===== config.mk =====
export PLATFORM = sky130hd
export DESIGN_NAME = kbs_ctrl
export DESIGN_NICKNAME = d
export VERILOG_FILES = /design/src/hw/rtl/kbs_pkg.sv /design/src/hw/rtl/kbs_ctrl.sv
export SDC_FILE = /design/constraint.sdc
export NUM_CORES = 1
export LEC_CHECK = 0
export ABC_AREA = 1
export BUFFER_PORTS_ARGS = -buffer_cell sky130_fd_sc_hd__buf_4
export CORE_ASPECT_RATIO = 1.1
export CORE_MARGIN = 2
export CORE_UTILIZATION = 45
export DETAILED_ROUTE_END_ITERATION = 12
export GPL_ROUTABILITY_DRIVEN = 1
export HOLD_SLACK_MARGIN = 0.08
export PLACE_DENSITY_LB_ADDON = 0.2
export SLEW_MARGIN = 20
export SYNTH_ARGS = -nofsm -noshare
export SYNTH_HDL_FRONTEND = slang
export SYNTH_SLANG_ARGS = --single-unit

===== constraint.sdc =====
create_clock -name clk -period 2 [get_ports clk]
set_clock_uncertainty 0.1 [all_clocks]
set_input_delay 0.1 -clock clk [delete_from_list [all_inputs] [get_ports clk]]
set_output_delay 0.1 -clock clk [all_outputs]
set_load 0.02 [all_outputs]

===== src/hw/rtl/kbs_pkg.sv =====
// Package for the kinematic bicycle step block.
// Holds fixed-point constants, the arctangent table, datapath op codes and the
// command and status structs shared by the controller and the datapath.
package kbs_pkg;

    // Widths of the internal number formats.
    localparam int ANG_W  = 36;  // angles and CORDIC vector, Q2.30 with headroom
    localparam int SD_W   = 33;  // speed times time step
    localparam int PROD_W = ANG_W + SD_W;
    localparam int DIV_W  = 31;  // dividend and quotient of the serial divider
    localparam int REM_W  = 17;  // partial remainder
    localparam int DVS_W  = 16;  // divisor
    localparam int IDX_W  = 5;   // iteration index
    localparam int CFG_IDX_W = 3;
    localparam int CFG_DAT_W = 32;

    // Register indexes of the configuration port.
    localparam logic [CFG_IDX_W-1:0] REG_LENGTH   = 3'd0;
    localparam logic [CFG_IDX_W-1:0] REG_TIMESTEP = 3'd1;
    localparam logic [CFG_IDX_W-1:0] REG_START_X  = 3'd2;
    localparam logic [CFG_IDX_W-1:0] REG_START_Y  = 3'd3;
    localparam logic [CFG_IDX_W-1:0] REG_START_H  = 3'd4;
    localparam logic [CFG_IDX_W-1:0] REG_START_V  = 3'd5;

    // Angle constants in Q2.30 radians.
    localparam logic signed [ANG_W-1:0] ANG_PI      = 36'sd3373259426;
    localparam logic signed [ANG_W-1:0] ANG_HALF_PI = 36'sd1686629713;
    localparam logic signed [ANG_W-1:0] ANG_TWO_PI  = 36'sd6746518852;
    localparam logic signed [ANG_W-1:0] CORDIC_GAIN = 36'sd652032874;

    // Heading wrap in Q3.13, and a bias of whole periods that keeps the
    // wrap dividend positive.
    localparam logic [DVS_W-1:0] HEAD_PERIOD = 16'd51472;
    localparam logic signed [DIV_W+1:0] HEAD_HALF = 33'sd25736;
    localparam logic signed [DIV_W+1:0] HEAD_BIAS = 33'sd843317248;

    // Reciprocal of the heading period, floor(2^47 / 51472). The estimated
    // quotient is exact or one too small for any 31-bit dividend.
    localparam logic [31:0] WRAP_RECIP = 32'd2734253348;
    localparam int WRAP_SHIFT = 47;
    localparam int WRAP_Q_W   = 16;

    localparam int DIV_STEPS = DIV_W;

    // Datapath operations.
    typedef enum logic [4:0] {
        OP_IDLE,
        OP_RESTART,
        OP_ROT_STEER_INIT,
        OP_ROT_HEAD_INIT,
        OP_ROT_ITER,
        OP_STEER_DONE,
        OP_VEC_ITER,
        OP_HEAD_TRIG_DONE,
        OP_MUL_SD,
        OP_MUL_X,
        OP_MUL_Y,
        OP_MUL_H,
        OP_QDIV_INIT,
        OP_DIV_ITER,
        OP_WRAP_MUL,
        OP_WRAP_SUB,
        OP_HEAD_DONE,
        OP_PUBLISH
    } op_t;

    typedef struct packed {
        logic                 load;
        op_t                  op;
        logic [IDX_W-1:0]     idx;
    } cmd_t;

    typedef struct packed {
        logic restart;
    } sts_t;

    typedef struct packed {
        logic signed [ANG_W-1:0] z;
        logic                    neg;
    } rot_prep_t;

    // Arctangent of 2^-i in Q2.30.
    function automatic logic signed [ANG_W-1:0] atan_lut(input logic [IDX_W-1:0] i);
        logic signed [ANG_W-1:0] r;
        unique case (i)
            5'd0:  r = 36'sd843314857;
            5'd1:  r = 36'sd497837829;
            5'd2:  r = 36'sd263043837;
            5'd3:  r = 36'sd133525159;
            5'd4:  r = 36'sd67021687;
            5'd5:  r = 36'sd33543516;
            5'd6:  r = 36'sd16775851;
            5'd7:  r = 36'sd8388437;
            5'd8:  r = 36'sd4194283;
            5'd9:  r = 36'sd2097149;
            5'd10: r = 36'sd1048576;
            5'd11: r = 36'sd524288;
            5'd12: r = 36'sd262144;
            5'd13: r = 36'sd131072;
            5'd14: r = 36'sd65536;
            5'd15: r = 36'sd32768;
            5'd16: r = 36'sd16384;
            5'd17: r = 36'sd8192;
            5'd18: r = 36'sd4096;
            5'd19: r = 36'sd2048;
            5'd20: r = 36'sd1024;
            5'd21: r = 36'sd512;
            5'd22: r = 36'sd256;
            5'd23: r = 36'sd128;
            5'd24: r = 36'sd64;
            5'd25: r = 36'sd32;
            5'd26: r = 36'sd16;
            5'd27: r = 36'sd8;
            5'd28: r = 36'sd4;
            5'd29: r = 36'sd2;
            5'd30: r = 36'sd1;
            default: r = '0;
        endcase
        return r;
    endfunction

    // Wrap once into [-pi, pi), then fold into [-pi/2, pi/2].
    function automatic rot_prep_t rot_prep(input logic signed [ANG_W-1:0] a);
        logic signed [ANG_W-1:0] w;
        rot_prep_t r;
        w = a;
        if (w >= ANG_PI)
            w = w - ANG_TWO_PI;
        if (w < -ANG_PI)
            w = w + ANG_TWO_PI;
        r.neg = 1'b0;
        if (w > ANG_HALF_PI)
        begin
            w = w - ANG_PI;
            r.neg = 1'b1;
        end
        else if (w < -ANG_HALF_PI)
        begin
            w = w + ANG_PI;
            r.neg = 1'b1;
        end
        r.z = w;
        return r;
    endfunction

endpackage


===== src/hw/rtl/kbs_ctrl.sv =====
// Controller of the kinematic bicycle step block.
// Sequences the CORDIC runs, multiplies, the division and the heading wrap; uses kbs_pkg.
module kbs_ctrl
    import kbs_pkg::*;
#(
    parameter int CORDIC_STEPS = 16
)
(
    input  logic clk,
    input  logic rst_n,
    input  logic s_tvalid,
    output logic s_tready,
    output logic m_tvalid,
    input  logic m_tready,
    output cmd_t cmd,
    input  sts_t sts
);

    typedef enum logic [4:0] {
        ST_IDLE, ST_DECODE, ST_RESTART, ST_R1_INIT, ST_R1_ITER, ST_R1_DONE,
        ST_VEC_ITER, ST_R2_INIT, ST_R2_ITER, ST_R2_DONE, ST_MUL_SD, ST_MUL_X,
        ST_MUL_Y, ST_MUL_H, ST_QDIV_INIT, ST_DIVQ_ITER, ST_WRAP_MUL,
        ST_WRAP_SUB, ST_HEAD_DONE, ST_PUBLISH
    } state_t;

    localparam logic [IDX_W-1:0] CORDIC_LAST = IDX_W'(CORDIC_STEPS - 1);
    localparam logic [IDX_W-1:0] DIV_LAST    = IDX_W'(DIV_STEPS - 1);

    state_t           state_reg;
    logic [IDX_W-1:0] cnt_reg;
    logic             out_valid_reg;
    logic             publish;

    assign s_tready = (state_reg == ST_IDLE);
    assign m_tvalid = out_valid_reg;
    assign publish  = (state_reg == ST_PUBLISH) && (!out_valid_reg || m_tready);

    // Command decode from the current state.
    always_comb
    begin
        cmd.load = s_tvalid && (state_reg == ST_IDLE);
        cmd.idx  = cnt_reg;
        unique case (state_reg)
            ST_RESTART:   cmd.op = OP_RESTART;
            ST_R1_INIT:   cmd.op = OP_ROT_STEER_INIT;
            ST_R1_ITER:   cmd.op = OP_ROT_ITER;
            ST_R1_DONE:   cmd.op = OP_STEER_DONE;
            ST_VEC_ITER:  cmd.op = OP_VEC_ITER;
            ST_R2_INIT:   cmd.op = OP_ROT_HEAD_INIT;
            ST_R2_ITER:   cmd.op = OP_ROT_ITER;
            ST_R2_DONE:   cmd.op = OP_HEAD_TRIG_DONE;
            ST_MUL_SD:    cmd.op = OP_MUL_SD;
            ST_MUL_X:     cmd.op = OP_MUL_X;
            ST_MUL_Y:     cmd.op = OP_MUL_Y;
            ST_MUL_H:     cmd.op = OP_MUL_H;
            ST_QDIV_INIT: cmd.op = OP_QDIV_INIT;
            ST_DIVQ_ITER: cmd.op = OP_DIV_ITER;
            ST_WRAP_MUL:  cmd.op = OP_WRAP_MUL;
            ST_WRAP_SUB:  cmd.op = OP_WRAP_SUB;
            ST_HEAD_DONE: cmd.op = OP_HEAD_DONE;
            ST_PUBLISH:   cmd.op = publish ? OP_PUBLISH : OP_IDLE;
            default:      cmd.op = OP_IDLE;
        endcase
    end

    // State, iteration counter and output valid.
    always_ff @(posedge clk or negedge rst_n)
    begin
        if (!rst_n)
        begin
            state_reg     <= ST_IDLE;
            cnt_reg       <= '0;
            out_valid_reg <= 1'b0;
        end
        else
        begin
            if (m_tready)
                out_valid_reg <= 1'b0;
            cnt_reg <= '0;
            unique case (state_reg)
                ST_IDLE:      if (s_tvalid) state_reg <= ST_DECODE;
                ST_DECODE:    state_reg <= sts.restart ? ST_RESTART : ST_R1_INIT;
                ST_RESTART:   state_reg <= ST_WRAP_MUL;
                ST_R1_INIT:   state_reg <= ST_R1_ITER;
                ST_R1_ITER:
                begin
                    cnt_reg <= cnt_reg + 1'b1;
                    if (cnt_reg == CORDIC_LAST)
                    begin
                        cnt_reg   <= '0;
                        state_reg <= ST_R1_DONE;
                    end
                end
                ST_R1_DONE:   state_reg <= ST_VEC_ITER;
                ST_VEC_ITER:
                begin
                    cnt_reg <= cnt_reg + 1'b1;
                    if (cnt_reg == CORDIC_LAST)
                    begin
                        cnt_reg   <= '0;
                        state_reg <= ST_R2_INIT;
                    end
                end
                ST_R2_INIT:   state_reg <= ST_R2_ITER;
                ST_R2_ITER:
                begin
                    cnt_reg <= cnt_reg + 1'b1;
                    if (cnt_reg == CORDIC_LAST)
                    begin
                        cnt_reg   <= '0;
                        state_reg <= ST_R2_DONE;
                    end
                end
                ST_R2_DONE:   state_reg <= ST_MUL_SD;
                ST_MUL_SD:    state_reg <= ST_MUL_X;
                ST_MUL_X:     state_reg <= ST_MUL_Y;
                ST_MUL_Y:     state_reg <= ST_MUL_H;
                ST_MUL_H:     state_reg <= ST_QDIV_INIT;
                ST_QDIV_INIT: state_reg <= ST_DIVQ_ITER;
                ST_DIVQ_ITER:
                begin
                    cnt_reg <= cnt_reg + 1'b1;
                    if (cnt_reg == DIV_LAST)
                    begin
                        cnt_reg   <= '0;
                        state_reg <= ST_WRAP_MUL;
                    end
                end
                ST_WRAP_MUL:  state_reg <= ST_WRAP_SUB;
                ST_WRAP_SUB:  state_reg <= ST_HEAD_DONE;
                ST_HEAD_DONE: state_reg <= ST_PUBLISH;
                ST_PUBLISH:
                begin
                    if (publish)
                    begin
                        out_valid_reg <= 1'b1;
                        state_reg     <= ST_IDLE;
                    end
                end
                default:      state_reg <= ST_IDLE;
            endcase
        end
    end

endmodule


# == After elaboration in Yosys (flattened, before gate mapping) ==
# Index checks and enable logic that the tools add are counted.
# Widths: inputs -> output; s select.
# classes
mux,16
multipliers,0
n_shift,0
n_addsub,1
n_lt_le_gt_ge,0
eq_ne,27
bitwise_logic,0
reduce_logical,8
n_div,0
# op_table
op,count
$pmux 5 s20,1
$pmux 5 s17,1
$eq 5x4->1 const B,9
$mux 5,9
$eq 5x5->1 const B,5
$eq 5x3->1 const B,4
$ne 2x2->1 const B,6
$eq 5x2->1 const B,2
$pmux 5 s2,1
$reduce_and 6->1,1
$add 5x1->5 const B,1
$eq 5x1->1 const B,1
$logic_not 5->1,1
$mux 1,4
$reduce_or 3->1,1
$logic_and 1x1->1,2
$reduce_or 2->1,1
$logic_not 1->1,1
$logic_or 1x1->1,1
# totals
ff_bits,11
n_memories,0
output_inout_bits,13
in_bits,5
word_cells,55
latch_bits,0
rom_bits,0
ramBits,0

# == Depth between registers and ports, before layout ==
# Gate-level depths: netlist of run 1.
# depth
ltp_word,5
ltp_mapped,11
mapped_depth_nobuf,11

# == Worst setup path after synthesis of run 1 ==
# OpenSTA, ideal clock, no wires.
# synth_timing
path_type,register to register
from,register cnt_reg[0]
to,register state_reg[0]
synth_period_minus_slack_ns,1.797
t_arrival_ns,1.580
setup_time_ns,0.117
n_path_buf,0
stages_incl_launch_ff,12
required_ns,1.783
path_slack_ns,0.203
path_cell_list,dfrtp_1 ha_1 nand3_1 inv_1 ha_1 inv_1 nand3_1 nand2_1 nor2_4 nand2_2 nand2_1 nand2_1
# synth_via
elab_chain_len,3
word_cells_on_any_way,7
classes_between,6 x eq/ne; 1 x reduce/logical
# synth_rtl
item,line_no,rtl
from (decl),kbs_ctrl.sv:30,logic [IDX_W-1:0] cnt_reg;
from (signal assigned),kbs_ctrl.sv:87,cnt_reg <= cnt_reg + 1'b1;
from (signal assigned),kbs_ctrl.sv:97,cnt_reg <= cnt_reg + 1'b1;
from (signal assigned),kbs_ctrl.sv:107,cnt_reg <= cnt_reg + 1'b1;
$eq 5x5->1 or $eq 5x4->1 (tied branches),n/a,
$ne 2x2->1 (no line),n/a,
$reduce_and 6->1 (no line) *,n/a,
to (signal assigned),kbs_ctrl.sv:82,ST_DECODE: state_reg <= sts.restart ? ST_RESTART : ST_R1_INIT;
to (decl),kbs_ctrl.sv:29,state_t state_reg;
# Mark *: on every way between the ends. The rest lies on a longest branch, timed or not.
# A chain may end at the register's enable or synchronous reset.

==> flow_metrics.env, run 1 <==
export IMPL_status="complete, no violations"
export IMPL_hold_violations=0
export IMPL_avgViaCountPerCell=5.119
export IMPL_cts_tree="built"
export IMPL_hold_start="sts"
export IMPL_insertion_delay_ns=0.28
export IMPL_synthArstFlopShare_pct=100.0
export IMPL_p_leak_uw=0.0006659
export IMPL_cts_root_buf="clkbuf_4"
export IMPL_synth_area_per_cell_um2=6.463
export IMPL_grt_use_total_pct=21.61
export IMPL_cp_required_ns=1.80
export IMPL_yosys_top_cells_count="nand2_1 (38), inv_1 (20), nor2_1 (20)"
export IMPL_firstDrtPassIters=4
export IMPL_max_slew_margin_rel_pct=80.81
export IMPL_cts_made_buffers=3
export IMPL_die_w_um=47.51
export IMPL_io_pin_count=18
export IMPL_nets=183
export IMPL_drt_iter0_markers=24
export IMPL_ir_drop_uv=853.0
export IMPL_synth_most_common_cell="nand2_1"
export IMPL_timing_worst_setup_path_type="register to output port"
export IMPL_routedWlPerCell_um=11.57
export IMPL_yosys_area_top_type="dfrtp_1"
export IMPL_hold_end="state_reg[0]"
export IMPL_cts_htree_levels=1
export IMPL_synthFlopType="dfrtp_1"
export IMPL_cap_viol_max_count=0
export IMPL_rows=17
export IMPL_synthesis_nets=154
export IMPL_synthTopCellsByArea="dfrtp_1 (29%), nand2_1 (15%), nand3_1 (9.1%), inv_1 (8.0%), nor2_1 (8.0%)"
export IMPL_cts_sinks=11
export IMPL_cp_data_arrival_time_ns=1.65
export IMPL_synth_top_cell_area_share_pct=29.37
export IMPL_r2r_slack_ns=0.18
export IMPL_slowest_delay_ns=0.51
export IMPL_p_per_area_nw_per_um2=1274
export IMPL_finalWorstSetupSlack_ns=0.1538
export IMPL_dp_cells=190
export IMPL_tns_ns=0
export IMPL_grt_start_max_net_pins=12
export IMPL_yosys_cell_types_count=21
export IMPL_port_buffers=17
export IMPL_die_y_um=51.86
export IMPL_critPathBufInv=2
export IMPL_cp_slowest_cell="dfrtp_1"
export IMPL_diodes=0
export IMPL_yosysWarnings=0
export IMPL_endpoint_kind="output port"
export IMPL_fin_crit_sh_pct=92.31
export IMPL_grt_first_pass_wirelength_mm=3.774
export IMPL_path_cells="inv_2 > nand2_1 > nor2_1 > nor3_1 > o211ai_1 > buf_4"
export IMPL_nFillCells=188
export IMPL_cp_top_family="flip-flops"
export IMPL_drive_gt1_share_pct=28.32
export IMPL_netlist_area_um2=937.1
export IMPL_synth_edf_count=0
export IMPL_synthCells=145
export IMPL_ant_nets=0
export IMPL_coreArea_um2=1978
export IMPL_reg2reg_depth=11
export IMPL_period_minus_slack_ns=1.846
export IMPL_drc_errors=0
export IMPL_synth_seq_cells=11
export IMPL_crit_cells=6
export IMPL_worstMarginPinSlew_ns=0.2878
export IMPL_path_clk_slew_ns=0.08
export IMPL_area_growth_synth_to_final_pct=28.04
export IMPL_route_vias_total=1029
export IMPL_dp_worst_setup_slack_ns=0.1559
export IMPL_rsz0062_at_grt="no"
export IMPL_fp_dieArea_um2=2464
export IMPL_final_util_pct=60.66
export IMPL_r2r_start="cnt_reg[0]"
export IMPL_cts_path_max_buffers=2
export IMPL_ys_seq_area_share_pct=29.37
export IMPL_start_util_pct=47.38
export IMPL_grt_pass1_vias=863
export IMPL_max_freq_ghz=0.5416
export IMPL_worstHoldPathType="input pin to register"
export IMPL_cp_start_kind="register"
export IMPL_dp_hpwl_mm=1.781
export IMPL_finalNonFillerCells=201
export IMPL_critPathMaxFanout=7
export IMPL_maxSlewViolCount=0
export IMPL_gp_congestion=0.9063
export IMPL_r2r_end="state_reg[4]"
export IMPL_grt_overflow=0
export IMPL_antenna_found_initial=0
export IMPL_wl_mm=2.326
export IMPL_holdPathStages=6
export IMPL_setup_viol=0
-- cell families after synthesis --
group | count (synthesis) | share of synthesized area, %
compound gates | 12 | 7.877
xor+xnor | 2 | 1.870
fa+ha+maj | 4 | 5.341
buf+inv | 24 | 10.41
flops | 11 | 29.37
simple gates | 92 | 45.13
-- power by group --
part           internal [µW]  switching [µW]
Sequential               279            91.8
Clock                   74.2            81.8
Combinational            389             613
-- worst register-to-register path: stages (launching register included) --
cell	delay, ns
dfrtp_1	0.42
ha_1	0.25
nand3_1	0.11
inv_1	0.05
ha_1	0.18
inv_1	0.09
nand3_1	0.08
nand2_1	0.11
nor2_4	0.07
buf_4	0.14
nand3_1	0.07
nand2_1	0.05
-- metrics by stage --
stage	instance area, µm²	power (µW)	hold WS [ns]
floorplan	937.1	1007	-0.2956
global placement	1096	1279	-0.1613
detailed placement	1096	1290	-0.1592
CTS	1144	1453	0.08303
global route	1200	1662	0.1585
finish	1200	1529	0.1026
-- cells in the final DEF, fill, tap and decap left out --
cell type,synthesis,final
nand2_1,38,38
buf_4,0,22
inv_1,20,20
nor2_1,20,19
nand3_1,17,17
dfrtp_1,11,7
nand2_2,6,6
nor2_2,5,5
o21ai_0,5,5
ha_1,4,4
dfrtp_2,0,4
inv_2,3,3
nor2_4,2,3
o211ai_1,3,3
clkbuf_4,0,3
dlygate4sd3_1,0,3
nand4_1,2,2
xnor2_1,1,1
nand2_4,1,1
a21oi_2,0,1
nor3_1,1,1
xor2_1,1,1
a21oi_1,2,1
o2111ai_1,1,1
o21bai_1,1,1
clkinv_2,0,1
-- layout make-up --
| type | instances | area, µm² | share of cell area [%] |
|---|---|---|---|
| sequential | 11 | 280.3 | 23.36 |
| clock buffer | 3 | 22.52 | 1.877 |
| clock inverter | 1 | 5.005 | 0.4171 |
| timing repair buffer | 25 | 195.2 | 16.27 |
| multi-input combinational | 110 | 575.6 | 47.97 |
| tap | 28 | 35.03 | 2.920 |
| inverter | 23 | 86.33 | 7.195 |
-- routing by layer --
layer | GRT usage, % | vias to the layer above | routed length, µm
li1 | - | 511 | -
met1 | 28.42 | 486 | 1011
met4 | 5.093 | 0 | 7
met2 | 34.23 | 30 | 1162
met5 | 0 | - | 0
met3 | 6.250 | 2 | 145
-- what timing repair did --
action | in CTS | in global routing
setup endpoints to repair | 0 | 8
endpoints found under the hold margin | 12 | 7
hold buffers | 2 | 1
resized for setup | 0 | 7
setup buffers | 0 | 4
-- worst max-delay path by stage --
stage,from,endpoint,slack (ns)
global route,state_reg[2],cmd[7],0.02
finish,state_reg[4],cmd[7],0.15
floorplan,cnt_reg[0],state_reg[0],0.20
CTS,state_reg[2],cmd[5],0.06
global placement,cnt_reg[0],state_reg[0],0.23
detailed placement,cnt_reg[0],state_reg[1],0.16
(Power assumes the default switching activity.)
==> run 2: changes to the inputs <==
Settings changed: PLACE_DENSITY set to 0.67, PLACE_DENSITY_LB_ADDON 0.2 to not set.
==> flow_metrics.env, run 2 (same netlist as run 1, synthesis figures left out) <==
export IMPL_r2r_slack_ns=0.18
export IMPL_gp_congestion=0.9165
export IMPL_cp_data_arrival_time_ns=1.70
export IMPL_hold_violations=0
export IMPL_cts_tree="built"
export IMPL_grt_first_pass_wirelength_mm=3.891
export IMPL_cp_slowest_cell="dfrtp_1"
export IMPL_cts_path_max_buffers=2
export IMPL_rows=17
export IMPL_routedWlPerCell_um=12.35
export IMPL_fin_area_um2=1186
export IMPL_cp_required_ns=1.80
export IMPL_reg2reg_depth=11
export IMPL_grt_pass1_vias=933
export IMPL_ir_drop_uv=715.0
export IMPL_nFillCells=190
export IMPL_route_vias_total=1032
export IMPL_r2r_start="cnt_reg[0]"
export IMPL_cts_htree_levels=1
export IMPL_antenna_found_initial=0
export IMPL_critPathBufInv=2
export IMPL_cts_made_buffers=3
export IMPL_final_common_cell="nand2_1"
export IMPL_drt_iter0_markers=37
export IMPL_firstDrtPassIters=4
export IMPL_critPathMaxFanout=7
export IMPL_status="complete, no violations"
export IMPL_setup_viol=0
export IMPL_path_cells="nor2_1 > inv_1 > nand2_1 > nor2_2 > nor3_1 > o211ai_1 > buf_4"
export IMPL_drive_gt1_share_pct=27.33
export IMPL_cap_viol_max_count=0
export IMPL_cp_start_kind="register"
export IMPL_finalNonFillerCells=200
export IMPL_worstHoldPathType="input pin to asynchronous set/reset pin"
export IMPL_avgViaCountPerCell=5.160
export IMPL_coreArea_um2=1978
export IMPL_tns_ns=0
export IMPL_ant_nets=0
export IMPL_fin_crit_sh_pct=94.92
export IMPL_insertion_delay_ns=0.28
export IMPL_grt_use_total_pct=21.85
export IMPL_path_clk_slew_ns=0.08
export IMPL_period_minus_slack_ns=1.898
export IMPL_fp_dieArea_um2=2464
export IMPL_cts_sinks=11
export IMPL_slowest_delay_ns=0.47
export IMPL_io_pin_count=18
export IMPL_mostFrequentLayoutCells="nand2_1 (38), buf_4 (22), inv_1 (20)"
export IMPL_grt_start_max_net_pins=12
export IMPL_dp_cells=190
export IMPL_r2r_end="state_reg[1]"
export IMPL_placed_area_um2=1096
export IMPL_drc_errors=0
export IMPL_cp_top_family="simple AND/OR/NAND/NOR gates"
export IMPL_grt_overflow=0
export IMPL_area_growth_synth_to_final_pct=26.57
export IMPL_wl_mm=2.470
export IMPL_port_buffers=17
export IMPL_timing_worst_setup_path_type="register to output port"
export IMPL_worstMarginPinSlew_ns=0.3080
export IMPL_max_freq_ghz=0.5268
export IMPL_power_uw=1539
export IMPL_p_per_area_nw_per_um2=1298
export IMPL_dp_hpwl_mm=1.906
export IMPL_cts_root_buf="clkbuf_4"
export IMPL_start_util_pct=47.38
export IMPL_die_w_um=47.51
export IMPL_max_slew_margin_rel_pct=79.39
export IMPL_endpoint_kind="output port"
export IMPL_maxSlewViolCount=0
export IMPL_p_leak_uw=0.0006662
export IMPL_diodes=0
export IMPL_die_y_um=51.86
export IMPL_nets=182
==> run 2: cell types whose count changed in the layout (fill, tap and decap cells not counted) <==
cell	previous run	this run
dfrtp_1	7	9
dfrtp_2	4	2
a21oi_1	1	2
a21oi_2	1	0
dlygate4sd3_1	3	2
nor2_1	19	18
nor2_2	5	6
==> run 2: repair_timing <==
action	in CTS	in global routing
setup buffers	0	4
endpoints found under the hold margin	12	0
setup endpoints to repair	0	8
gates resized for setup	0	5
hold buffers	2	0
==> run 2: layout make-up <==
type	instances	area [µm²]	share of cell area, %
clock buffers	3	22.52	1.899
clock inverters	1	5.005	0.4219
inverters	23	86.33	7.278
multi-input cells	110	574.3	48.42
flip-flops and latches	11	277.8	23.42
well taps	28	35.03	2.954
repair buffers	24	185.2	15.61
==> run 2: routing by layer <==
layer  global-route usage (%)  up-vias  wire length (µm)
met1                    27.00      466               998
met5                        0        -                 0
li1                         -      516                 -
met4                    4.167        0                20
met3                    5.208        2               175
met2                    37.61       48              1276
==> run 2: power by group <==
group          leakage, µW  total [µW]  internal, µW  switching, µW
clock network    0.0000177         157          74.1           83.0
registers         0.000145         366           275           91.1
logic             0.000504        1020           383            633
==> run 2: worst max-delay path by stage <==
| stage | from | endpoint | slack [ns] | depth (start not counted) |
|---|---|---|---|---|
| final | state_reg[1] | cmd[7] | 0.10 | 7 |
| after global routing | cnt_reg[0] | state_reg[0] | -0.005 | 11 |
| after CTS | state_reg[3] | cmd[6] | 0.05 | 7 |
| after detailed placement | cnt_reg[0] | state_reg[1] | 0.18 | 11 |
| after global placement | cnt_reg[0] | state_reg[0] | 0.24 | 11 |
| after floorplan | cnt_reg[0] | state_reg[0] | 0.20 | 11 |
==> run 2: metrics by stage <==
stage / hold WS (ns) / setup WS [ns] / util (%)
floorplan: -0.2956 / 0.2027 / -
global placement: -0.1618 / 0.2387 / 55.41
detailed placement: -0.1577 / 0.1840 / 55.41
CTS: 0.09821 / 0.05327 / 57.81
global route: 0.1133 / -0.004547 / 59.96
finish: 0.09165 / 0.1016 / 59.96
